==> config.mk <==
export PLATFORM = sky130hd
export DESIGN_NAME = vqt_back_flat
export DESIGN_NICKNAME = d
export VERILOG_FILES = /design/src/rtl/vqt_pkg.sv /design/src/rtl/vqt_stream_if.sv /design/src/rtl/vqt_back.sv /design/src/flat_wrapper.sv
export VERILOG_INCLUDE_DIRS = /design/src /design/src/rtl
export SDC_FILE = /design/constraint.sdc
export NUM_CORES = 1
export LEC_CHECK = 0
export BUFFER_PORTS_ARGS = -buffer_cell sky130_fd_sc_hd__clkbuf_2
export CELL_PAD_IN_SITES_DETAIL_PLACEMENT = 1
export CELL_PAD_IN_SITES_GLOBAL_PLACEMENT = 2
export CORE_AREA = 4 4 102 104
export CTS_CLUSTER_SIZE = 20
export DETAILED_ROUTE_END_ITERATION = 12
export DIE_AREA = 0 0 106 108
export PLACE_DENSITY = 0.95
export SLEW_MARGIN = 20
export SYNTH_ARGS = -nofsm -noshare
export SYNTH_HDL_FRONTEND = slang
export SYNTH_SLANG_ARGS = --single-unit
==> constraint.sdc <==
create_clock -name clk -period 2.3 [get_ports clk]
set_input_delay 0.115 -clock clk [delete_from_list [all_inputs] [get_ports clk]]
set_output_delay 0.115 -clock clk [all_outputs]
set_load 0.005 [all_outputs]
==> src/rtl/vertex_quarter_turn_transform_core_assert.svh <==
// assertion macros shared by the vertex quarter-turn transform modules
`ifndef VERTEX_QUARTER_TURN_TRANSFORM_CORE_ASSERT_SVH
`define VERTEX_QUARTER_TURN_TRANSFORM_CORE_ASSERT_SVH

// same-cycle implication, sampled on clk, off during rst
`define VQT_ASSERT_IMP(lbl, ante, cons) \
  lbl: assert property (@(posedge clk) disable iff (rst) (ante) |-> (cons)) \
    else $error("vqt assertion failed");

// next-cycle implication, sampled on clk, off during rst
`define VQT_ASSERT_NEXT(lbl, ante, cons) \
  lbl: assert property (@(posedge clk) disable iff (rst) (ante) |=> (cons)) \
    else $error("vqt assertion failed");

`endif

==> src/rtl/vqt_pkg.sv <==
// types, codes and constants of the vertex quarter-turn transform
`timescale 1ns / 1ps
`default_nettype none
package vqt_pkg;

  localparam int VQT_QUEUE_DEPTH = 4;
  localparam int CFG_INDEX_W = 3;
  localparam int CFG_DATA_W = 48;
  localparam int POS_SUM_W = 35;
  localparam int POS_Y_W = 33;

  localparam logic [CFG_INDEX_W-1:0] REG_QUARTER_TURNS = 3'd0;
  localparam logic [CFG_INDEX_W-1:0] REG_PIVOT_X = 3'd1;
  localparam logic [CFG_INDEX_W-1:0] REG_PIVOT_Z = 3'd2;
  localparam logic [CFG_INDEX_W-1:0] REG_OFFSET_X = 3'd3;
  localparam logic [CFG_INDEX_W-1:0] REG_OFFSET_Y = 3'd4;
  localparam logic [CFG_INDEX_W-1:0] REG_OFFSET_Z = 3'd5;
  localparam logic [CFG_INDEX_W-1:0] REG_COLOR_GAINS = 3'd6;

  localparam logic [47:0] COLOR_GAINS_RESET = 48'h0100_0100_0100;

  localparam logic [1:0] REQ_VERTEX = 2'd0;
  localparam logic [1:0] REQ_INDEX = 2'd1;
  localparam logic [1:0] REQ_BEGIN = 2'd2;
  localparam logic [1:0] REQ_BOUNDS = 2'd3;

  localparam logic [1:0] RES_VERTEX = 2'd0;
  localparam logic [1:0] RES_INDEX = 2'd1;
  localparam logic [1:0] RES_BOUNDS = 2'd2;

  localparam logic signed [31:0] POS_MAX = 32'sh7FFF_FFFF;
  localparam logic signed [31:0] POS_MIN = 32'sh8000_0000;

  typedef struct packed {
    logic [1:0]         req_type;
    logic signed [31:0] in_pos_x;
    logic signed [31:0] in_pos_y;
    logic signed [31:0] in_pos_z;
    logic signed [15:0] in_norm_x;
    logic signed [15:0] in_norm_z;
    logic [15:0]        in_red;
    logic [15:0]        in_green;
    logic [15:0]        in_blue;
    logic [31:0]        in_index;
  } vqt_in_t;

  typedef struct packed {
    logic [1:0]         result_kind;
    logic signed [31:0] out_pos_x;
    logic signed [31:0] out_pos_y;
    logic signed [31:0] out_pos_z;
    logic signed [15:0] out_norm_x;
    logic signed [15:0] out_norm_z;
    logic [15:0]        out_red;
    logic [15:0]        out_green;
    logic [15:0]        out_blue;
    logic [31:0]        out_index;
    logic               last_of_run;
  } vqt_out_t;

  typedef struct packed {
    logic [1:0]                  kind;
    logic signed [POS_SUM_W-1:0] sum_x;
    logic signed [POS_Y_W-1:0]   sum_y;
    logic signed [POS_SUM_W-1:0] sum_z;
    logic signed [15:0]          norm_x;
    logic signed [15:0]          norm_z;
    logic [31:0]                 prod_r;
    logic [31:0]                 prod_g;
    logic [31:0]                 prod_b;
    logic [31:0]                 index;
  } vqt_work_t;

  typedef enum logic {
    PH_HEAD,
    PH_MAX
  } vqt_phase_t;

endpackage
`default_nettype wire

==> src/rtl/vqt_stream_if.sv <==
// valid/ready stream channel carrying one word of a given payload type
`timescale 1ns / 1ps
`default_nettype none
interface vqt_stream_if #(parameter type payload_t = logic) ();
  logic     valid;
  logic     ready;
  payload_t data;

  modport source(output valid, output data, input ready);
  modport sink(input valid, input data, output ready);
endinterface
`default_nettype wire

==> src/rtl/vqt_back.sv <==
// back: saturation, scene bounds, bounds query expansion, output register
`timescale 1ns / 1ps
`default_nettype none
module vqt_back import vqt_pkg::*; (
  input  logic      clk,
  input  logic      rst,
  input  logic      q_valid,
  input  vqt_work_t head,
  output logic      pop,
  vqt_stream_if.source result
);

  vqt_phase_t phase;
  vqt_phase_t phase_next;
  logic       out_load;
  logic       load_word;
  logic       out_valid;
  vqt_out_t   out_word;
  vqt_out_t   word_next;

  logic signed [31:0] bound_min [3];
  logic signed [31:0] bound_max [3];
  logic signed [31:0] pos_sat [3];

  function automatic logic signed [31:0] sat_x(input logic signed [POS_SUM_W-1:0] v);
    if (v[POS_SUM_W-1:31] == '0 || v[POS_SUM_W-1:31] == '1) begin
      sat_x = v[31:0];
    end else begin
      sat_x = v[POS_SUM_W-1] ? POS_MIN : POS_MAX;
    end
  endfunction

  function automatic logic signed [31:0] sat_y(input logic signed [POS_Y_W-1:0] v);
    if (v[POS_Y_W-1] == v[31]) begin
      sat_y = v[31:0];
    end else begin
      sat_y = v[POS_Y_W-1] ? POS_MIN : POS_MAX;
    end
  endfunction

  function automatic logic [15:0] sat_col(input logic [31:0] p);
    sat_col = (p[31:24] != 8'd0) ? 16'hFFFF : p[23:8];
  endfunction

  assign pos_sat[0] = sat_x(head.sum_x);
  assign pos_sat[1] = sat_y(head.sum_y);
  assign pos_sat[2] = sat_x(head.sum_z);

  assign out_load = !out_valid || result.ready;

  always_comb begin
    phase_next = phase;
    unique case (phase)
      PH_HEAD: begin
        if (q_valid && out_load && head.kind == REQ_BOUNDS) begin
          phase_next = PH_MAX;
        end
      end
      PH_MAX: begin
        if (out_load) begin
          phase_next = PH_HEAD;
        end
      end
      default: phase_next = PH_HEAD;
    endcase
  end

  always_comb begin
    load_word = q_valid && out_load;
    pop = load_word && (phase == PH_MAX || head.kind != REQ_BOUNDS);
  end

  always_comb begin
    word_next = '0;
    word_next.last_of_run = 1'b1;
    unique case (head.kind)
      REQ_VERTEX: begin
        word_next.result_kind = RES_VERTEX;
        word_next.out_pos_x = pos_sat[0];
        word_next.out_pos_y = pos_sat[1];
        word_next.out_pos_z = pos_sat[2];
        word_next.out_norm_x = head.norm_x;
        word_next.out_norm_z = head.norm_z;
        word_next.out_red = sat_col(head.prod_r);
        word_next.out_green = sat_col(head.prod_g);
        word_next.out_blue = sat_col(head.prod_b);
        word_next.out_index = head.index;
      end
      REQ_INDEX: begin
        word_next.result_kind = RES_INDEX;
        word_next.out_index = head.index;
      end
      default: begin
        word_next.result_kind = RES_BOUNDS;
        if (phase == PH_MAX) begin
          word_next.out_pos_x = bound_max[0];
          word_next.out_pos_y = bound_max[1];
          word_next.out_pos_z = bound_max[2];
        end else begin
          word_next.out_pos_x = bound_min[0];
          word_next.out_pos_y = bound_min[1];
          word_next.out_pos_z = bound_min[2];
          word_next.last_of_run = 1'b0;
        end
      end
    endcase
  end

  always_ff @(posedge clk) begin
    if (rst) begin
      phase <= PH_HEAD;
      out_valid <= 1'b0;
    end else begin
      phase <= phase_next;
      if (out_load) begin
        out_valid <= load_word;
      end
    end
  end

  always_ff @(posedge clk) begin
    if (load_word) begin
      out_word <= word_next;
    end
  end

  always_ff @(posedge clk) begin
    if (rst) begin
      for (int a = 0; a < 3; a++) begin
        bound_min[a] <= POS_MAX;
        bound_max[a] <= POS_MIN;
      end
    end else if (pop && head.kind == REQ_VERTEX) begin
      for (int a = 0; a < 3; a++) begin
        if (pos_sat[a] < bound_min[a]) begin
          bound_min[a] <= pos_sat[a];
        end
        if (pos_sat[a] > bound_max[a]) begin
          bound_max[a] <= pos_sat[a];
        end
      end
    end
  end

  assign result.valid = out_valid;
  assign result.data = out_word;

`include "vertex_quarter_turn_transform_core_assert.svh"
  `VQT_ASSERT_IMP(a_max_phase_on_query, phase == PH_MAX, q_valid && head.kind == REQ_BOUNDS)
  `VQT_ASSERT_IMP(a_only_min_not_last, out_valid && !out_word.last_of_run, out_word.result_kind == RES_BOUNDS)

endmodule
`default_nettype wire

==> src/flat_wrapper.sv <==
// flat-port wrapper written by rule: the top's interface ports become plain ports
module vqt_back_flat import vqt_pkg::*;
  (clk, rst, q_valid, head, pop, result_valid, result_data, result_ready);
  vqt_stream_if result_i ();
  input  logic clk;
  input  logic rst;
  input  logic q_valid;
  input  vqt_work_t head;
  output logic pop;
  output wire logic [$bits(result_i.valid)-1:0] result_valid;
  output wire logic [$bits(result_i.data)-1:0] result_data;
  input wire logic [$bits(result_i.ready)-1:0] result_ready;
  assign result_valid = result_i.valid;
  assign result_data = result_i.data;
  assign result_i.ready = result_ready;
  vqt_back u_core (.clk(clk), .rst(rst), .q_valid(q_valid), .head(head), .pop(pop), .result(result_i));
endmodule
# [Word level (Yosys, flattened, before mapping)]
# Cells that the tools add are included.
[op_classes] n_eq_ne=3 mux=4 bitwise=1 n_reduce_logical=8
[op_table] operator="$logic_and 1x1->1" n=3
[op_table] operator="$mux 1" n=3
[op_table] operator="$eq 2x1->1 const B" n=1
[op_table] operator="$eq 2x2->1 const B" n=1
[op_table] operator="$logic_not 2->1" n=1
[op_table] operator="$logic_or 1x1->1" n=2
[op_table] operator="$ne 2x2->1 const B" n=1
[op_table] operator="$pmux 1 s2" n=1
[op_table] operator="$reduce_or 2->1" n=1
[op_table] operator="$logic_not 1->1" n=1
[op_table] operator="$not 1->1" n=1
[totals] ff_bits=3 inputBits=269 out_inout_bits=3 word_cells=19

# [Longest topological paths before layout]
[logic_depth] word_depth=6 depth_mapped=2 mapped_depth_nobuf=2

# [Worst setup path after synthesis]
# No wires, ideal clock.
[synth_path] kind="register -> register" from="register u_core.out_valid (netlist: u_core.result.valid)" to="register u_core.out_word, in the netlist u_core.result.data (enable)" setup_ps=298 arrival_time_ps=526 required_time_ps=2002 slack_ps=1475 path_stages_with_launch=3 path_buffers=0 synth_period_minus_slack_ps=825 path_cell_list="dfxtp_1 -> nor2b_4 -> nor2_1"
[synth_between] elab_chain_len=3
[synth_lines] element="from (decl)" line="vqt_back.sv:17" rtl="logic out_valid;"
[synth_lines] element="from (signal assigned)" line="vqt_back.sv:116" rtl="out_valid <= load_word;"
[synth_lines] element="$logic_not 1->1" line="vqt_back.sv:49" rtl="assign out_load = !out_valid || result.ready;"
[synth_lines] element="$logic_or 1x1->1" line="vqt_back.sv:49"
[synth_lines] element="$logic_and 1x1->1" line="vqt_back.sv:69" rtl="load_word = q_valid && out_load;"
[synth_lines] element="net u_core.load_word" line="vqt_back.sv:16" rtl="logic load_word;"
[synth_lines] element="to (signal assigned)" line="vqt_back.sv:123" rtl="out_word <= word_next;"
[synth_lines] element="to (decl)" line="vqt_back.sv:18" rtl="vqt_out_t out_word;"
# The timed path passes the listed nets, and every way through them passes these cells.
# A chain may end at the register's enable or synchronous reset.

# [Worst setup path in the final report]
[layout_path] from="register u_core.phase" to="output port pop"
[layout_between] elab_chain_len=2
[layout_lines] element="from (decl)" line="vqt_back.sv:13" rtl="vqt_phase_t phase;"
[layout_lines] element="from (signal assigned)" line="vqt_back.sv:114" rtl="phase <= phase_next;"
[layout_lines] element="$logic_or 1x1->1" line="vqt_back.sv:70" rtl="pop = load_word && (phase == PH_MAX || head.kind != REQ_BOUNDS);"
[layout_lines] element="$logic_and 1x1->1" line="vqt_back.sv:70"
[layout_lines] element="to (decl)" line="flat_wrapper.sv:9" rtl="output logic pop;"
# No other way between the ends.

==> out/results.txt <==
Status -> complete, no violations
Cell-internal power -> 187 uW
Syn avg cell area -> 11.5 um^2
Met3 WL -> 39 um
H-Tree Depth -> 1
Max Used Layer -> met4
Postcts setup bufs -> 0
Wire per inst -> 3.78 um
Drt total wl -> 598 um
CP Max Fanout -> 3
Finish-stage setup viols -> 0
Area fraction of the dominant cell type after synthesis -> 26.7%
Crit Path Class -> flop to output port
Synth top area cells -> dfxtp_1 27%, edfxtp_1 20%, o41ai_2 11%
GP Congestion -> 0.614
Met2 WL -> 277 um
Endpoint type of the worst setup path -> output port
Die Ht -> 108 um
Fin. Hold Viols -> 0
Crit path max-delay family -> simple AND/OR/NAND/NOR gates
# Max-Cap Violations -> 0
Maximum clock insertion buffer count -> 2
FILL cells -> 1183
Pwr Density -> 585 nW/um^2
GR Overflow Total -> 0
Setup TNS -> 0 ns
Max incr delay on CP -> 0.31 ns
Worst-Skew Late Latency -> 0.22 ns
Layout cells sized above 1 -> 52.0%
Slew Limit Fails -> 0
Largest net degree at the start of global routing -> 5
Clock Power Share -> 66.1%
Drt pass-1 iters -> 2
Worst slew pin tran -> 0.214 ns
Via count -> 146
Resize count post-CTS -> 0
Cell variety after synth -> 11
Largest family of logic cells by synthesized area -> simple AND/OR/NAND/NOR gates
Hold/Removal Path Class -> input pin to flop
Root Buffer -> clkbuf_8
Initial antenna violation count -> 0
Register share of total power -> 25.5%
Ys Warns -> 0
Synthesized Nets -> 282
Vias in the first global route -> 170
#FFs+latches synth -> 3
Critical Path Slowest Stage Cell -> dfxtp_1
Endpoint arrival time on the critical path -> 1.02 ns
Nets -> 295
GR Util All Layers -> 1.11%
Row count -> 36
VDD IR-drop max -> 0.000255 V
DP HPWL -> 524 um
Vias/cell -> 0.924
CTS sink cnt -> 3
Starting Density -> 1.57%
N_diodes -> 0
I/O Pins -> 272
DRT antenna net count -> 0
CTS tree -> built
Clk slew on worst S/H paths -> 0.03 ns
First-pass GRT wire length -> 841 um
Setup Skew -> 0.00373 ns
Pre-CTS worst setup slack -> 1.38 ns
Crit start category -> flop
DRC -> 0
Simple-gate portion of the synthesized area -> 36.7%
Synth Area in XOR/XNOR -> 0%
Fin area -> 402 um^2
CP Buf/Inv Count -> 1
M1 WL -> 267 um
Post-synthesis mux area share -> 0%
Max Freq -> 878 MHz
Largest area contributor in the netlist -> dfxtp_1
P_leak -> 0.118 nW
Hold-fix buffers at CTS -> 0
Worst-path cell chain -> nand3b_1 > and3_1 > clkbuf_2
Synth Area in Compound Gates -> 14.2%
Max-slew headroom -> 85.6%
P_sw -> 48.2 uW
Gate power share -> 8.4%
Post-DP Area -> 357 um^2
Cell area after synthesis -> 150 um^2
Gate Count Post-Synth -> 13
Drt initial violations -> 2
Cts bufs inserted -> 3
Sw Ratio -> 20.5%
Layout area overhead -> 167%
RSZ-0062 raised after global routing -> no
Seq/Total Area, Yosys -> 46.7%
Die area -> 11400 um^2
Final Cycle Share -> 49.5%
Adder-cell share of the synthesized area -> 0%
Min Tclk post-route -> 1.14 ns
PnR worst setup slack -> 1.16 ns
I/O Buffers -> 8
Worst EP required -> 2.18 ns
Core ar. -> 9550 um^2
Die Width -> 106 um
synthesized netlist by cell type:
cell       n
inv_1      1
and3_1     1
edfxtp_1   1
nor2_1     1
a21oi_1    1
o41ai_2    1
dfxtp_1    2
nand2b_1   2
nand3b_1   1
nor2b_4    1
nand4bb_1  1
cells by family after synthesis:
kind of cell | count (synthesis)
AO/OA/AOI/OAI | 2
buffers and inverters | 1
AND/OR/NAND/NOR | 7
flip-flops | 3
layer usage:
layer | global-route usage, % | up-vias
li1 | - | 70
met1 | 1.19 | 65
met2 | 1.68 | 9
met3 | 0.358 | 2
met4 | 1.11 | 0
met5 | 0 | -
power by group through the flow:
stage / clock network (mW) / registers, mW / logic [mW]
floorplan: 0 / 0.0607 / 0.00821
global placement: 0 / 0.0607 / 0.0196
detailed placement: 0 / 0.0607 / 0.0203
CTS: 0.161 / 0.0599 / 0.0206
global route: 0.165 / 0.0602 / 0.0221
finish: 0.155 / 0.0599 / 0.0197
worst register-to-register path, stage by stage, from the launching register on:
cell and delay [ns]:
dfxtp_1 0.32, nor2b_4 0.14, nor2_1 0.09
state kept, by name, summed over array words and instances, names as in the netlist:
name                 flops
u_core.phase             1
u_core.result.valid      1
u_core.result.data       1
final cells by class:
class	count	area [um^2]	area share, %
clock buffer	4	45.0	11.2
inverter	1	3.75	0.935
multi-input combinational	9	76.3	19.0
sequential	3	70.1	17.4
tap	133	166	41.4
timing repair buffer	8	40.0	9.97
metrics by stage:
stage                     hold WS, ns  total power [mW]  util [%]  instances
after floorplan                 0.184            0.0689         -         13
after global placement          0.311            0.0803      3.73        154
after detailed placement        0.322            0.0810      3.73        154
after CTS                      0.0890             0.242      4.21        158
after global routing           0.0899             0.248      4.21        158
final                          0.0936             0.235      4.21        158
path summary, 6_finish.rpt:
kind,to,slack (ns),from,cells past startpoint
setup / recovery,pop,1.16,u_core.phase$_SDFF_PP0_,3
hold reg to reg,u_core.phase$_SDFF_PP0_,0.54,u_core.phase$_SDFF_PP0_,2
setup reg to reg,u_core.result.data$_SDFFCE_PP1P_,1.45,u_core.result.valid$_SDFFE_PP0N_,2
hold / removal,u_core.result.valid$_SDFFE_PP0N_,0.09,rst,2
cell usage in the layout (no fill, tap or decap):
| cell | count |
|---|---|
| a21oi_1 | 1 |
| and3_1 | 1 |
| clkbuf_1 | 1 |
| clkbuf_2 | 8 |
| clkbuf_8 | 3 |
| dfxtp_1 | 2 |
| edfxtp_1 | 1 |
| inv_1 | 1 |
| nand2b_1 | 2 |
| nand3b_1 | 1 |
| nand4bb_1 | 1 |
| nor2_1 | 1 |
| nor2b_4 | 1 |
| o41ai_2 | 1 |
(Power assumes the default switching activity.)
