`src/rtl/vertex_quarter_turn_transform_core_assert.svh`:
```
// assertion macros shared by the vertex quarter-turn transform modules
`ifndef VERTEX_QUARTER_TURN_TRANSFORM_CORE_ASSERT_SVH
`define VERTEX_QUARTER_TURN_TRANSFORM_CORE_ASSERT_SVH

// same-cycle implication, sampled on clk, off during rst
`define VQT_ASSERT_IMP(lbl, ante, cons) \
  lbl: assert property (@(posedge clk) disable iff (rst) (ante) |-> (cons)) \
    else $error("vqt assertion failed");

// next-cycle implication, sampled on clk, off during rst
`define VQT_ASSERT_NEXT(lbl, ante, cons) \
  lbl: assert property (@(posedge clk) disable iff (rst) (ante) |=> (cons)) \
    else $error("vqt assertion failed");

`endif

```
`src/rtl/vqt_pkg.sv`:
```
// types, codes and constants of the vertex quarter-turn transform
`timescale 1ns / 1ps
`default_nettype none
package vqt_pkg;

  localparam int VQT_QUEUE_DEPTH = 4;
  localparam int CFG_INDEX_W = 3;
  localparam int CFG_DATA_W = 48;
  localparam int POS_SUM_W = 35;
  localparam int POS_Y_W = 33;

  localparam logic [CFG_INDEX_W-1:0] REG_QUARTER_TURNS = 3'd0;
  localparam logic [CFG_INDEX_W-1:0] REG_PIVOT_X = 3'd1;
  localparam logic [CFG_INDEX_W-1:0] REG_PIVOT_Z = 3'd2;
  localparam logic [CFG_INDEX_W-1:0] REG_OFFSET_X = 3'd3;
  localparam logic [CFG_INDEX_W-1:0] REG_OFFSET_Y = 3'd4;
  localparam logic [CFG_INDEX_W-1:0] REG_OFFSET_Z = 3'd5;
  localparam logic [CFG_INDEX_W-1:0] REG_COLOR_GAINS = 3'd6;

  localparam logic [47:0] COLOR_GAINS_RESET = 48'h0100_0100_0100;

  localparam logic [1:0] REQ_VERTEX = 2'd0;
  localparam logic [1:0] REQ_INDEX = 2'd1;
  localparam logic [1:0] REQ_BEGIN = 2'd2;
  localparam logic [1:0] REQ_BOUNDS = 2'd3;

  localparam logic [1:0] RES_VERTEX = 2'd0;
  localparam logic [1:0] RES_INDEX = 2'd1;
  localparam logic [1:0] RES_BOUNDS = 2'd2;

  localparam logic signed [31:0] POS_MAX = 32'sh7FFF_FFFF;
  localparam logic signed [31:0] POS_MIN = 32'sh8000_0000;

  typedef struct packed {
    logic [1:0]         req_type;
    logic signed [31:0] in_pos_x;
    logic signed [31:0] in_pos_y;
    logic signed [31:0] in_pos_z;
    logic signed [15:0] in_norm_x;
    logic signed [15:0] in_norm_z;
    logic [15:0]        in_red;
    logic [15:0]        in_green;
    logic [15:0]        in_blue;
    logic [31:0]        in_index;
  } vqt_in_t;

  typedef struct packed {
    logic [1:0]         result_kind;
    logic signed [31:0] out_pos_x;
    logic signed [31:0] out_pos_y;
    logic signed [31:0] out_pos_z;
    logic signed [15:0] out_norm_x;
    logic signed [15:0] out_norm_z;
    logic [15:0]        out_red;
    logic [15:0]        out_green;
    logic [15:0]        out_blue;
    logic [31:0]        out_index;
    logic               last_of_run;
  } vqt_out_t;

  typedef struct packed {
    logic [1:0]                  kind;
    logic signed [POS_SUM_W-1:0] sum_x;
    logic signed [POS_Y_W-1:0]   sum_y;
    logic signed [POS_SUM_W-1:0] sum_z;
    logic signed [15:0]          norm_x;
    logic signed [15:0]          norm_z;
    logic [31:0]                 prod_r;
    logic [31:0]                 prod_g;
    logic [31:0]                 prod_b;
    logic [31:0]                 index;
  } vqt_work_t;

  typedef enum logic {
    PH_HEAD,
    PH_MAX
  } vqt_phase_t;

endpackage
`default_nettype wire

```
`src/rtl/vqt_queue.sv`:
```
// short queue of decoded words between front and back
`timescale 1ns / 1ps
`default_nettype none
module vqt_queue import vqt_pkg::*; #(
  parameter int DEPTH = VQT_QUEUE_DEPTH
) (
  input  logic      clk,
  input  logic      rst,
  input  logic      push,
  input  vqt_work_t push_word,
  output logic      full,
  output logic      q_valid,
  output vqt_work_t head,
  input  logic      pop
);

  localparam int PTR_W = $clog2(DEPTH);
  localparam int CNT_W = $clog2(DEPTH + 1);

  vqt_work_t        mem [DEPTH];
  logic [PTR_W-1:0] wr_ptr;
  logic [PTR_W-1:0] rd_ptr;
  logic [CNT_W-1:0] count;

  assign full = (count == CNT_W'(DEPTH));
  assign q_valid = (count != '0);
  assign head = mem[rd_ptr];

  always_ff @(posedge clk) begin
    if (push) begin
      mem[wr_ptr] <= push_word;
    end
  end

  always_ff @(posedge clk) begin
    if (rst) begin
      wr_ptr <= '0;
      rd_ptr <= '0;
      count <= '0;
    end else begin
      if (push) begin
        wr_ptr <= (wr_ptr == PTR_W'(DEPTH - 1)) ? '0 : wr_ptr + 1'b1;
      end
      if (pop) begin
        rd_ptr <= (rd_ptr == PTR_W'(DEPTH - 1)) ? '0 : rd_ptr + 1'b1;
      end
      unique case ({push, pop})
        2'b10:   count <= count + 1'b1;
        2'b01:   count <= count - 1'b1;
        default: count <= count;
      endcase
    end
  end

`include "vertex_quarter_turn_transform_core_assert.svh"
  `VQT_ASSERT_IMP(a_no_overflow, full, !push)
  `VQT_ASSERT_IMP(a_no_underflow, pop, q_valid)

endmodule
`default_nettype wire

```
`config.mk`:
```
export PLATFORM = sky130hd
export DESIGN_NAME = vqt_queue
export DESIGN_NICKNAME = d
export VERILOG_FILES = /design/src/rtl/vqt_pkg.sv /design/src/rtl/vqt_queue.sv
export VERILOG_INCLUDE_DIRS = /design/src /design/src/rtl
export SDC_FILE = /design/constraint.sdc
export NUM_CORES = 1
export LEC_CHECK = 0
export ABC_AREA = 1
export BUFFER_PORTS_ARGS = -buffer_cell sky130_fd_sc_hd__buf_4
export CORE_ASPECT_RATIO = 0.8
export CORE_UTILIZATION = 45
export CTS_BUF_LIST = sky130_fd_sc_hd__clkbuf_2 sky130_fd_sc_hd__clkbuf_4 sky130_fd_sc_hd__clkbuf_8
export DETAILED_ROUTE_END_ITERATION = 8
export GPL_TIMING_DRIVEN = 0
export HOLD_SLACK_MARGIN = 0.08
export SLEW_MARGIN = 20
export SYNTH_ARGS = -nofsm -noshare
export SYNTH_HDL_FRONTEND = slang
export SYNTH_SLANG_ARGS = --single-unit
```
`constraint.sdc`:
```
create_clock -name clk -period 15.7 [get_ports clk]
set_clock_uncertainty 0.2 [all_clocks]
set_input_delay 0.785 -clock clk [delete_from_list [all_inputs] [get_ports clk]]
set_output_delay 0.785 -clock clk [all_outputs]
set_load 0.005 [all_outputs]
```
Word-level counts from Yosys, hierarchy flattened
Memories as Yosys holds them, arrays and structs flattened. A register that Yosys moved wholly into a read port is not among the register bits.
Index checks and enable logic that the tools add are counted.
{"block": "word_totals", "reg_bits": 7, "latchBits": 0, "mem_bits_rw": 1060, "mem_bits_ro": 0, "in_bits": 269, "out_inout_bits": 267, "wordCells": 22, "memories": 1}
{"memory": "mem", "depth": 4, "word_bits": 265, "read_ports": 1, "rd_clocked_by_memory_dff": 1, "wr": 1, "line": "vqt_queue.sv:20", "source": "vqt_work_t mem [DEPTH];"}
{"block": "op_classes", "add_sub_neg": 4, "mul": 0, "div_mod_pow": 0, "order_cmp": 0, "eq_ne": 5, "shifts": 0, "muxes": 7, "bitwise": 0, "n_reduce_logical": 2}
{"operator": "2-to-1 mux 2 bit", "n": 4}
{"operator": "== test 2 bit (second input constant)", "n": 3}
{"operator": "one-hot mux 3 bit (2 select lines)", "n": 1}
{"operator": "adder 2 x 1 -> 2 bit (second input constant)", "n": 2}
{"operator": "adder 3 x 1 -> 3 bit (second input constant)", "n": 1}
{"operator": "== test 3 bit (second input constant)", "n": 1}
{"operator": "nonzero test 3 bit", "n": 1}
{"operator": "subtractor 3 x 1 -> 3 bit (second input constant)", "n": 1}
{"operator": "== test 2 x 1 -> 1 bit (second input constant)", "n": 1}
{"operator": "2-to-1 mux 1 bit", "n": 2}
{"operator": "nonzero test 2 bit", "n": 1}

Longest topological paths before layout
Gate-level depths: netlist (run 1).
{"block": "depth", "word_depth": 4, "ltp_mapped": 10, "mapped_depth_nobuf": 10}

Worst setup path before layout (run 1)
No wires, ideal clock.
{"block": "synth_timing", "path_type": "input to register", "startpoint": "input port push", "endpoint": "memory mem[3][0] (netlist name), enable pin", "arrival_ns": 5.904, "required_ns": 14.884, "setup_slack_ns": 8.980, "stages": 2, "path_buffers": 0, "path_cell_list": "nand2_1 inv_1"}
{"block": "synth_via", "elab_chain_len": 2}
{"element": "start: declaration", "line": "vqt_queue.sv:9", "source": "input logic push,"}
{"element": "2-to-1 mux 1 bit", "line": "vqt_queue.sv:30", "source": "if (push) begin"}
{"element": "2-to-1 mux 1 bit (not written as such)", "line": "vqt_queue.sv:31", "source": "mem[wr_ptr] <= push_word;"}
{"element": "end: declaration", "line": "vqt_queue.sv:20"}
Every way passes these cells.

==> results of run 1 <==
==> sequential cells by signal, summed over array words and instances, names as in the netlist, named ones only <==
name and flops:
mem 1060, count 3, rd_ptr 2, wr_ptr 2
==> logic make-up (layout without fill, tap and decap cells) <==
family                   after synthesis  count (layout)  synth area share [%]
AO/OA/AOI/OAI                        804             804                  11.0
other                                  0              13                     0
adder cells (fa/ha/maj)                7               7                 0.241
flip-flops                          1069            1069                  81.1
buffers and inverters                193            1294                  2.43
AND/OR/NAND/NOR                      549             549                  5.24
==> timing repair <==
item,CTS,global route
setup buffers,0,0
hold buffers,268,0
endpoints found under the hold margin,1066,0
==> worst min-delay path, cell delays in order (launching register included) <==
cell and delay (ps):
dfxtp_1 330, inv_1 110, a21oi_1 70
==> how the worst min path moves through the flow <==
stage | depth (start not counted) | end | start
global route | 2 | wr_ptr[1]$_SDFFE_PP0P_ | wr_ptr[1]$_SDFFE_PP0P_
finish | 2 | wr_ptr[1]$_SDFFE_PP0P_ | wr_ptr[1]$_SDFFE_PP0P_
CTS | 2 | wr_ptr[1]$_SDFFE_PP0P_ | wr_ptr[1]$_SDFFE_PP0P_
detailed placement | 3 | count[2]$_SDFFE_PP0P_ | count[2]$_SDFFE_PP0P_
floorplan | 2 | wr_ptr[1]$_SDFFE_PP0P_ | wr_ptr[1]$_SDFFE_PP0P_
global placement | 2 | wr_ptr[1]$_SDFFE_PP0P_ | wr_ptr[1]$_SDFFE_PP0P_
==> routing by layer <==
| metal | wire length, µm | vias up | GRT usage (%) | share of wire (%) |
|---|---|---|---|---|
| li1 | - | 12000 | - | - |
| met1 | 45300 | 13100 | 31.4 | 41 |
| met2 | 53200 | 967 | 39.1 | 48 |
| met3 | 8370 | 200 | 6.61 | 7.6 |
| met4 | 2790 | 14 | 8.28 | 2.5 |
| met5 | 94 | - | 0 | 0.086 |
==> synth_stat cells (2+ instances only) <==
cell type  instances
o21ai_0          453
o21ai_1           81
ha_1               6
o22ai_1          265
nor3_1             3
nand3_1            2
edfxtp_1        1060
buf_2             45
nor2_1           535
a21oi_1            5
inv_1             17
buf_6              8
buf_4             30
clkbuf_1          92
dfxtp_1            9
nand2_1            8
==> layout make-up <==
cell class | count | area share, %
sequential | 1069 | 62.7
timing repair buffer | 815 | 13.8
multi-input combinational | 1360 | 12.8
clock buffer | 212 | 5.19
tap | 1127 | 2.76
buffer | 175 | 1.73
clock inverter | 74 | 0.850
inverter | 18 | 0.201
antenna | 13 | 0.0637
==> through the flow <==
stage / power, µW / hold WS (ps) / util (%)
2_1_floorplan: 3660 / 290 / -
3_3_place_gp: 4080 / 298 / 52.0
3_5_place_dp: 4060 / 354 / 52.4
4_1_cts: 6300 / 364 / 59.1
5_1_grt: 6470 / 385 / 59.1
6_report: 6250 / 357 / 59.1
==> where the power goes <==
part | total [µW] | switching (µW) | leakage [µW] | internal [µW]
Sequential | 3290 | 25.2 | 0.00981 | 3270
Combinational | 765 | 444 | 0.00658 | 321
Clock | 2190 | 1040 | 0.00163 | 1150
==> impl_results.md, run 1 <==
* Critical Path Sink: head[13]
* FF-to-FF End: mem[2][114]$_DFFE_PP_
* Syn_area_per_cell at 15.1 µm²
* Non-Filler Instances at 4863
* IO Pins at 536
* RR Startpoint: wr_ptr[0]$_SDFFE_PP0P_
* Area leader, netlist: edfxtp_1
* Setup WS pre-CTS at 12110 ps
* Root Buffer: clkbuf_8
* Fin crit share at 27.9%
* Post-synth EDFFs at 1060
* Setup_tns at 0 ps
* Worst-path fanout max at 10
* Power density over the cells at 122 nW/µm²
* Vias per cell at 5.41
* Slew Viols, Final at 0
* Worst relative slew slack at 31.7%
* WL/cell at 22.6 µm
* Largest net degree at the start of global routing at 86
* Clock Sinks at 1069
* Post-DP HPWL at 68100 µm
* CP Capture Type: output port
* CP cell instances: inv_1 -> clkbuf_1 -> clkbuf_1 -> o21ai_0 -> o22ai_1 -> buf_4
* Die X at 333 µm
* Overall routed net length at 110000 µm
* Htree depth at 4
* CP most frequent cell: clkbuf_1
* Post-DRT Antenna Nets at 0
* Nets at 3879
* Synthesis-to-finish area growth at 29.3%
* Crit path buf inv count at 4
* Critical path class: reg2out
* Worst skew pair latency at 820 ps
* Synth warn at 0
* Cell count after synthesis at 2622
* Placed cell count at 4296
* Clock Tree Buf Depth at 3
* Asr flop ratio synth at 0%
* F_max at 0.228 GHz
* Top Family by Delay on Critical Path: buffers and inverters
* Post-Syn Area at 39500 µm²
* Share of the synthesized area in the top cell type at 80.6%
* Worst Hold Class: reg2reg
* Maxcap violations at 0
* Hold Fails Final Rpt at 0
* Final setup viols at 0
* Remaining global-route overflow at 0
* Worst reg2reg setup slack at 13010 ps
* Drt initial violations at 1872
* Vias in the first global route at 26500
* Cell with the largest stage delay on the worst path: clkbuf_1
* Register Area at 32000 µm²
* Required time worst endpoint at 14720 ps
* Commonest non-fill, non-tap cell in the layout: edfxtp_1
* Max incr delay on CP at 790 ps
* Area of the die at 88900 µm²
* Core footprint at 86400 µm²
* Fin area at 51100 µm²
* TritonRoute pass-1 iters at 5
* Initial antenna violation count at 17
* DRC viols at 0
* First-pass GRT wire length at 160000 µm
* CTS tree: yes
* Reg2Reg Depth at 6
* CTS clk-pin slew, worst paths at 60 ps
* Post-route setup slack at 11310 ps
* Via count at 26300
* Layout fillers at 6745
* Worst Setup Start Kind: flop
* Actual slew at the worst max-slew pin at 1020 ps
* Num CTS Buffers at 164
* CTS resizes at 0
* Lkg Pwr at 0.0180 µW
* Top_reg_cell synth: edfxtp_1
* Post-DP Area at 45300 µm²
* Initial Util at 45.7%
* Die H at 267 µm
* Row count at 96
* Critical path arrival at 3400 ps
* I/O Buffers at 535
* Most frequent cells in the layout: edfxtp_1, buf_4, nor2_1
* Seq cells post-synth at 1069
* Layout cells sized above 1 at 23.6%
* Yosys cell types at 19
* Sequential share of the synthesized area at 81.1%
* Final RePlAce weighted congestion at 0.798
* Maximum vdd drop at 80.2 µV
* Top post-synthesis cells by area: edfxtp_1, o21ai_0, nor2_1, o22ai_1, o21ai_1
* Min Tclk post-route at 4390 ps
* Total GRT Usage at 24.1%
* Syn nets at 2898
* Multi-input gate area at 6520 µm²
* Outcome: finished, final reports clean
* Critical path depth at 6
* RSZ-0062 raised after global routing: false
Power figures use the tool's default switching activity.
==> inputs of run 2 (changes only) <==
--- a/config.mk
+++ b/config.mk
@@ -6,7 +6,7 @@
 export SDC_FILE = /design/constraint.sdc
 export NUM_CORES = 1
 export LEC_CHECK = 0
-export ABC_AREA = 1
+export ABC_AREA = 0
 export BUFFER_PORTS_ARGS = -buffer_cell sky130_fd_sc_hd__buf_4
 export CORE_ASPECT_RATIO = 0.8
 export CORE_UTILIZATION = 45
==> constraint.sdc (replaced) <==
create_clock -name clk -period 4.3 [get_ports clk]
set_clock_uncertainty 0.2 [all_clocks]
set_input_delay 0.215 -clock clk [delete_from_list [all_inputs] [get_ports clk]]
set_output_delay 0.215 -clock clk [all_outputs]
set_load 0.005 [all_outputs]
==> impl_results.md, run 2 <==
* Hold Fails Final Rpt at 0 (unchanged)
* Final RePlAce weighted congestion at 0.720 (was 0.798)
* Final setup viols at 0 (unchanged)
* Worst hold margin at 212 ps (was 357 ps)
* Asr flop ratio synth at 0% (unchanged)
* Top-count cell post-synth: edfxtp_1 (unchanged)
* Post-DRT Antenna Nets at 0 (unchanged)
* Top reg by flops: mem (unchanged)
* Initial antenna violation count at 8 (was 17)
* Die H at 265 µm (was 267 µm)
* Multi-input gate area at 6220 µm² (was 6520 µm²)
* CTS clk-pin slew, worst paths at 70 ps (was 60 ps)
* Lkg Pwr at 0.0186 µW (was 0.0180 µW)
* Adder-Cell Fraction of Synth Area at 0.244% (was 0.241%)
* Area leader, netlist: edfxtp_1 (unchanged)
* Most frequent cells in the layout: edfxtp_1, dlygate4sd3_1, buf_4 (was edfxtp_1, buf_4, nor2_1)
* Vias in the first global route at 21500 (was 26500)
* Clock Sinks at 1069 (unchanged)
* Fin crit share at 78.9%
* Required time worst endpoint at 3880 ps (was 14720 ps)
* Yosys cell types at 22 (was 19)
* Total GRT Usage at 19.7% (was 24.1%)
* Synth Area in Compound Gates at 0.0643% (was 11.0%)
* Fin area at 53700 µm² (was 51100 µm²)
* Simple-gate share of the synthesized area at 0.219% (was 5.24%)
* Remaining global-route overflow at 0 (unchanged)
* Seq cells post-synth at 1069 (unchanged)
* Commonest non-fill, non-tap cell in the layout: edfxtp_1 (unchanged)
* Nets at 2976 (was 3879)
* I/O Buffers at 535 (unchanged)
* WL/cell at 21.7 µm (was 22.6 µm)
* CP Capture Type: output port (unchanged)
* Max incr delay on CP at 690 ps (was 790 ps)
* Top flop regs: mem x1060, count x3 (unchanged)
* Maximum vdd drop at 298 µV (was 80.2 µV)
* DRC viols at 0 (unchanged)
* Worst Setup Start Kind: flop (unchanged)
* F_max at 0.295 GHz
* Sequential share of the synthesized area at 82.2% (was 81.1%)
* Via count at 19800 (was 26300)
* Setup WS pre-CTS at 1530 ps (was 12110 ps)
* Cell with the largest stage delay on the worst path: clkbuf_1 (unchanged)
* Root Buffer: clkbuf_8 (unchanged)
* Core footprint at 85800 µm² (was 86400 µm²)
* Power density over the cells at 425 nW/µm² (was 122 nW/µm²)
* RSZ-0062 raised after global routing: false (unchanged)
* Area of the die at 87700 µm² (was 88900 µm²)
* CP cell instances: clkbuf_1 -> buf_2 -> mux4_2 -> buf_4 (was inv_1 -> clkbuf_1 -> clkbuf_1 -> o21ai_0 -> o22ai_1 -> buf_4)
* Post-Syn Area at 38900 µm² (was 39500 µm²)
* TritonRoute pass-1 iters at 5 (unchanged)
* Overall routed net length at 85900 µm (was 110000 µm)
* Register Area at 32000 µm² (unchanged)
* Top cells by count, synth: edfxtp_1, mux4_2, buf_2 (was edfxtp_1, nor2_1, o21ai_0)
* Layout fillers at 5988 (was 6745)
* Die X at 331 µm (was 333 µm)
* Synth warn at 0 (unchanged)
* Xor-xnor portion of the synthesized cell area at 0.0450% (was 0%)
* CTS tree: yes (unchanged)
* Maxcap violations at 0 (unchanged)
* Share of the synthesized area in the top cell type at 81.7% (was 80.6%)
* Post-DP Area at 45000 µm² (was 45300 µm²)
* Num CTS Buffers at 167 (was 164)
* Layout cells sized above 1 at 40.4% (was 23.6%)
* CTS resizes at 0 (unchanged)
* Initial Util at 45.4% (was 45.7%)
* Top post-synthesis cells by area: edfxtp_1, mux4_2, buf_12, dfxtp_1, buf_2 (was edfxtp_1, o21ai_0, nor2_1, o22ai_1, o21ai_1)
* Synthesis-to-finish area growth at 37.8% (was 29.3%)
* Critical path arrival at 2980 ps (was 3400 ps)
* First-pass GRT wire length at 128000 µm (was 160000 µm)
* Htree depth at 4 (unchanged)
* Worst relative slew slack at 40.1% (was 31.7%)
* Post-route setup slack at 909 ps (was 11310 ps)
* Outcome: finished, final reports clean (unchanged)
* IO Pins at 536 (unchanged)
* Critical path class: reg2out (unchanged)
* Largest net degree at the start of global routing at 46 (was 86)
* Row count at 96 (unchanged)
* Clock Tree Buf Depth at 3 (unchanged)
* Multiplexer share of the synthesized area at 15.4% (was 0%)
* Slew Viols, Final at 0 (unchanged)
* Top_reg_cell synth: edfxtp_1 (unchanged)
* Cell count after synthesis at 1432 (was 2622)
* Post-DP HPWL at 52500 µm (was 68100 µm)
* Syn_area_per_cell at 27.2 µm² (was 15.1 µm²)
* Worst-path fanout max at 11 (was 10)
* Worst skew pair latency at 800 ps (was 820 ps)
* Vias per cell at 5.00 (was 5.41)
* Max reg flops at 1060 (unchanged)
* Drt initial violations at 1114 (was 1872)
* Largest family of logic cells by synthesized area: multiplexers (was compound AO/OA/AOI/OAI gates)
* Worst Hold Class: in2reg (was reg2reg)
* Post-synth EDFFs at 1060 (unchanged)
* Min Tclk post-route at 3390 ps
* Actual slew at the worst max-slew pin at 899 ps (was 1020 ps)
* Syn nets at 1708 (was 2898)
==> run 2: cell types whose count changed after synthesis, moves of 19 or more <==
| cell | delta |
|---|---|
| buf_12 | +22 |
| buf_2 | -19 |
| o22ai_1 | -265 |
| buf_4 | -29 |
| o21ai_0 | -452 |
| o21ai_1 | -81 |
| nor2_1 | -528 |
| mux4_2 | +265 |
| clkbuf_1 | -90 |
==> run 2: final cells by class <==
class	instances	share of cell area (%)
multi-input cells	297	11.6
well taps	1127	2.63
clock buffers	229	5.17
flip-flops and latches	1069	59.6
inverters	7	0.0490
diodes	10	0.0466
clock inverters	63	0.849
repair buffers	1099	18.7
plain buffers	59	1.29
==> run 2: cell families after synthesis <==
kind of cell	count (synthesis)
AO/OA/AOI/OAI	5
XOR/XNOR	2
adder cells (fa/ha/maj)	7
buffers and inverters	66
flip-flops	1069
multiplexers	267
AND/OR/NAND/NOR	16
==> run 2: final timing paths <==
kind	from	to	slack, ps	cells after the start
worst max-delay path	flop	head[72]	910	4
worst min-delay path	pop	rd_ptr[0]$_SDFFE_PP0P_	210	5
worst max register to register	wr_ptr[0]$_SDFFE_PP0P_	mem[0][134]$_DFFE_PP_	1600	6
worst min register to register	count[2]$_SDFFE_PP0P_	count[2]$_SDFFE_PP0P_	340	2
==> run 2: timing repair <==
action | 4_1_cts | 5_1_grt
hold endpoints to repair | 1322 | 0
setup buffers | 0 | 0
hold buffers | 538 | 0
==> run 2: power breakdown <==
group | switching, µW | total [µW] | internal, µW | leakage (µW)
combinational | 1080 | 2550 | 1470 | 0.00707
clock | 3810 | 8300 | 4480 | 0.00170
sequential | 82.4 | 12000 | 11900 | 0.00981
total | 4970 | 22800 | 17800 | 0.0186
==> run 2: per-layer routing <==
layer | routed length [µm] | track usage, % | vias to the layer above
li1 | - | - | 8833
met1 | 33900 | 24.3 | 10300
met2 | 44600 | 33.3 | 524
met3 | 5590 | 5.79 | 160
met4 | 1890 | 6.33 | 6
met5 | 40 | 0 | -
==> run 2: critical path, delay by kind of cell, from the launching register on <==
kind	cells	cell delay (ps)
muxes	1	370
DFF	1	470
buffers and inverters	3	1320
==> run 2: metrics by stage <==
step,instances,power [µW],TNS [ps],util [%]
final,3960,22800,0,62.6
after global routing,3955,23700,0,62.6
after CTS,3950,23100,0,62.5
after detailed placement,3120,14400,0,52.5
after global placement,3094,14300,-323960,51.7
after floorplan,1432,13200,0,-
==> inputs of run 3 (changes only) <==
--- a/config.mk
+++ b/config.mk
@@ -14,6 +14,7 @@
 export DETAILED_ROUTE_END_ITERATION = 8
 export GPL_TIMING_DRIVEN = 0
 export HOLD_SLACK_MARGIN = 0.08
+export PLACE_DENSITY = 0.67
 export SLEW_MARGIN = 20
 export SYNTH_ARGS = -nofsm -noshare
 export SYNTH_HDL_FRONTEND = slang
==> constraint.sdc (replaced) <==
create_clock -name clk -period 3 [get_ports clk]
set_clock_uncertainty 0.2 [all_clocks]
set_input_delay 0.15 -clock clk [delete_from_list [all_inputs] [get_ports clk]]
set_output_delay 0.15 -clock clk [all_outputs]
set_load 0.005 [all_outputs]
==> impl_results.md, run 3 (synthesized netlist as in run 2, its figures left out) <==
* Critical path arrival at 3170 ps (was 2980 ps)
* Clock network fraction of total power at 35.8% (was 36.3%)
* RSZ-0062 raised after global routing: false (unchanged)
* Worst-path fanout max at 44 (was 11)
* Sw frac at 22.3% (was 21.8%)
* Slew Viols, Final at 0 (unchanged)
* Total GRT Usage at 19.9% (was 19.7%)
* Max incr delay on CP at 470 ps (was 690 ps)
* Drt initial violations at 1309 (was 1114)
* IO Pins at 536 (unchanged)
* Worst Hold Class: in2reg (unchanged)
* CP most frequent cell: buf_16
* Overall routed net length at 86500 µm (was 85900 µm)
* WL met3 at 6320 µm (was 5590 µm)
* TritonRoute pass-1 iters at 5 (unchanged)
* Vias per cell at 5.04 (was 5.00)
* Power density over the cells at 605 nW/µm² (was 425 nW/µm²)
* Sequential Power Share at 52.9% (was 52.5%)
* Largest net degree at the start of global routing at 45 (was 46)
* Internal Power at 25200 µW (was 17800 µW)
* Initial Util at 45.4% (unchanged)
* Layout fillers at 5781 (was 5988)
* Required time worst endpoint at 3290 ps (was 3880 ps)
* First-pass GRT wire length at 130000 µm (was 128000 µm)
* Met2 Wirelength at 45300 µm (was 44600 µm)
* Num CTS Buffers at 165 (was 167)
* Post-DP HPWL at 51900 µm (was 52500 µm)
* F_max at 0.347 GHz
* Comb power frac at 11.3% (was 11.2%)
* Min Tclk post-route at 2880 ps
* I/O Buffers at 535 (unchanged)
* Nets at 2974 (was 2976)
* Initial antenna violation count at 12 (was 8)
* CP Capture Type: flop (was output port)
* Hold Fails Final Rpt at 0 (unchanged)
* Htree depth at 4 (unchanged)
* Synthesis-to-finish area growth at 37.6% (was 37.8%)
* Post-DRT Antenna Nets at 0 (unchanged)
* Worst relative slew slack at 54.7% (was 40.1%)
* Top flop regs: mem x1060, count x3 (unchanged)
* Max reg flops at 1060 (unchanged)
* Most frequent cells in the layout: edfxtp_1, buf_4, dlygate4sd3_1 (was edfxtp_1, dlygate4sd3_1, buf_4)
* CP cell instances: inv_2 -> ha_1 -> and2_4 -> buf_16 -> buf_16 -> buf_16 -> buf_12 (was clkbuf_1 -> buf_2 -> mux4_2 -> buf_4)
* Post-CTS Repair Setup Buffers at 0 (unchanged)
* Lkg Pwr at 0.0186 µW (about the same)
* Cell with the largest stage delay on the worst path: and2_4 (was clkbuf_1)
* Non-Filler Instances at 3961 (was 3960)
* Outcome: finished, final reports clean (unchanged)
* Actual slew at the worst max-slew pin at 680 ps (was 899 ps)
* Clock Sinks at 1069 (unchanged)
* Psw at 7250 µW (was 4970 µW)
* Remaining global-route overflow at 0 (unchanged)
* Die H at 265 µm (unchanged)
* M1 WL at 33000 µm (was 33900 µm)
* Crit path buf inv count at 5 (was 3)
* CTS clk-pin slew, worst paths at 60 ps (was 70 ps)
* Via count at 20000 (was 19800)
* Layout cells sized above 1 at 40.6% (was 40.4%)
* Critical path class: reg2reg (was reg2out)
* Final RePlAce weighted congestion at 0.741 (was 0.720)
* Placed cell count at 3118 (was 3120)
* Clock Tree Buf Depth at 3 (unchanged)
* Register Area at 32000 µm² (about the same)
* Area of the die at 87700 µm² (unchanged)
* WL/cell at 21.8 µm (was 21.7 µm)
* Final setup viols at 0 (unchanged)
* Top reg by flops: mem (unchanged)
* DRC viols at 0 (unchanged)
* Core footprint at 85800 µm² (unchanged)
* Fin crit share at 96.0%
* Commonest non-fill, non-tap cell in the layout: edfxtp_1 (unchanged)
* Worst Setup Start Kind: flop (unchanged)
* CTS tree: yes (unchanged)
* Top Family by Delay on Critical Path: buffers and inverters (unchanged)
* Highest routed layer: met5 (unchanged)
* Worst skew pair latency at 800 ps (about the same)
* Maxcap violations at 0 (unchanged)
* Multi-input gate area at 6250 µm² (was 6220 µm²)
* Root Buffer: clkbuf_8 (unchanged)
* Post-layout util at 62.5% (was 62.6%)
* Row count at 96 (unchanged)
* Vias in the first global route at 21900 (was 21500)
* Die X at 331 µm (unchanged)
* Maximum vdd drop at 475 µV (was 298 µV)
-- run 3: worst paths after layout --
| kind | startpoint | to | slack, ps | depth (start not counted) |
|---|---|---|---|---|
| worst max-delay path | wr_ptr[0]$_SDFFE_PP0P_ | mem[2][13]$_DFFE_PP_ | 120 | 7 |
| worst min-delay path | pop | rd_ptr[0]$_SDFFE_PP0P_ | 260 | 5 |
| worst max register to register | wr_ptr[0]$_SDFFE_PP0P_ | mem[2][13]$_DFFE_PP_ | 120 | 7 |
| worst min register to register | count[2]$_SDFFE_PP0P_ | count[2]$_SDFFE_PP0P_ | 310 | 2 |
-- run 3: routing by layer --
| layer | GRT usage, % | vias to the layer above |
|---|---|---|
| met4 | 6.18 | 4 |
| li1 | - | 8847 |
| met3 | 6.15 | 134 |
| met2 | 33.8 | 638 |
| met1 | 24.2 | 10300 |
| met5 | 0 | - |
-- run 3: power groups by stage --
stage / logic [µW] / registers, µW / clock network (µW)
floorplan: 1390 / 17500 / 0
global placement: 2950 / 17500 / 0
detailed placement: 3100 / 17500 / 0
CTS: 3700 / 17200 / 11900
global route: 3910 / 17200 / 12500
finish: 3660 / 17200 / 11600
-- run 3: area by class of cell --
| class | count | area share, % |
|---|---|---|
| repair buffers | 1095 | 18.7 |
| diodes | 11 | 0.0514 |
| inverters | 7 | 0.0490 |
| clock buffers | 216 | 4.99 |
| plain buffers | 59 | 1.32 |
| multi-input cells | 301 | 11.7 |
| flip-flops and latches | 1069 | 59.7 |
| clock inverters | 76 | 0.896 |
| well taps | 1127 | 2.63 |
-- run 3: metrics by stage --
step / hold slack (ps) / worst slack, ps / TNS (ps) / total power (µW) / area, µm²
2_1_floorplan: 15.0 / -15.8 / -7500 / 18900 / 39000
3_3_place_gp: 147 / -1530 / -1537160 / 20500 / 44400
3_5_place_dp: 153 / 16.9 / 0 / 20600 / 45000
4_1_cts: 155 / 22.3 / 0 / 32800 / 53600
5_1_grt: 200 / 34.1 / 0 / 33600 / 53600
6_report: 260 / 119 / 0 / 32500 / 53600
-- run 3: repair_timing --
action	4_1_cts	5_1_grt
gates resized for setup	6	0
endpoints found under the setup margin	231	29
pin swaps	0	0
gates cloned	3	1
hold buffers	536	0
hold endpoints to repair	1449	0
-- run 3: worst register-to-register path: cells and delay by family, from the launching register on --
family	cells	cell delay, ps
adder cells (fa/ha/maj)	1	240
flip-flops	1	350
AND/OR/NAND/NOR	1	470
buffers and inverters	5	1270
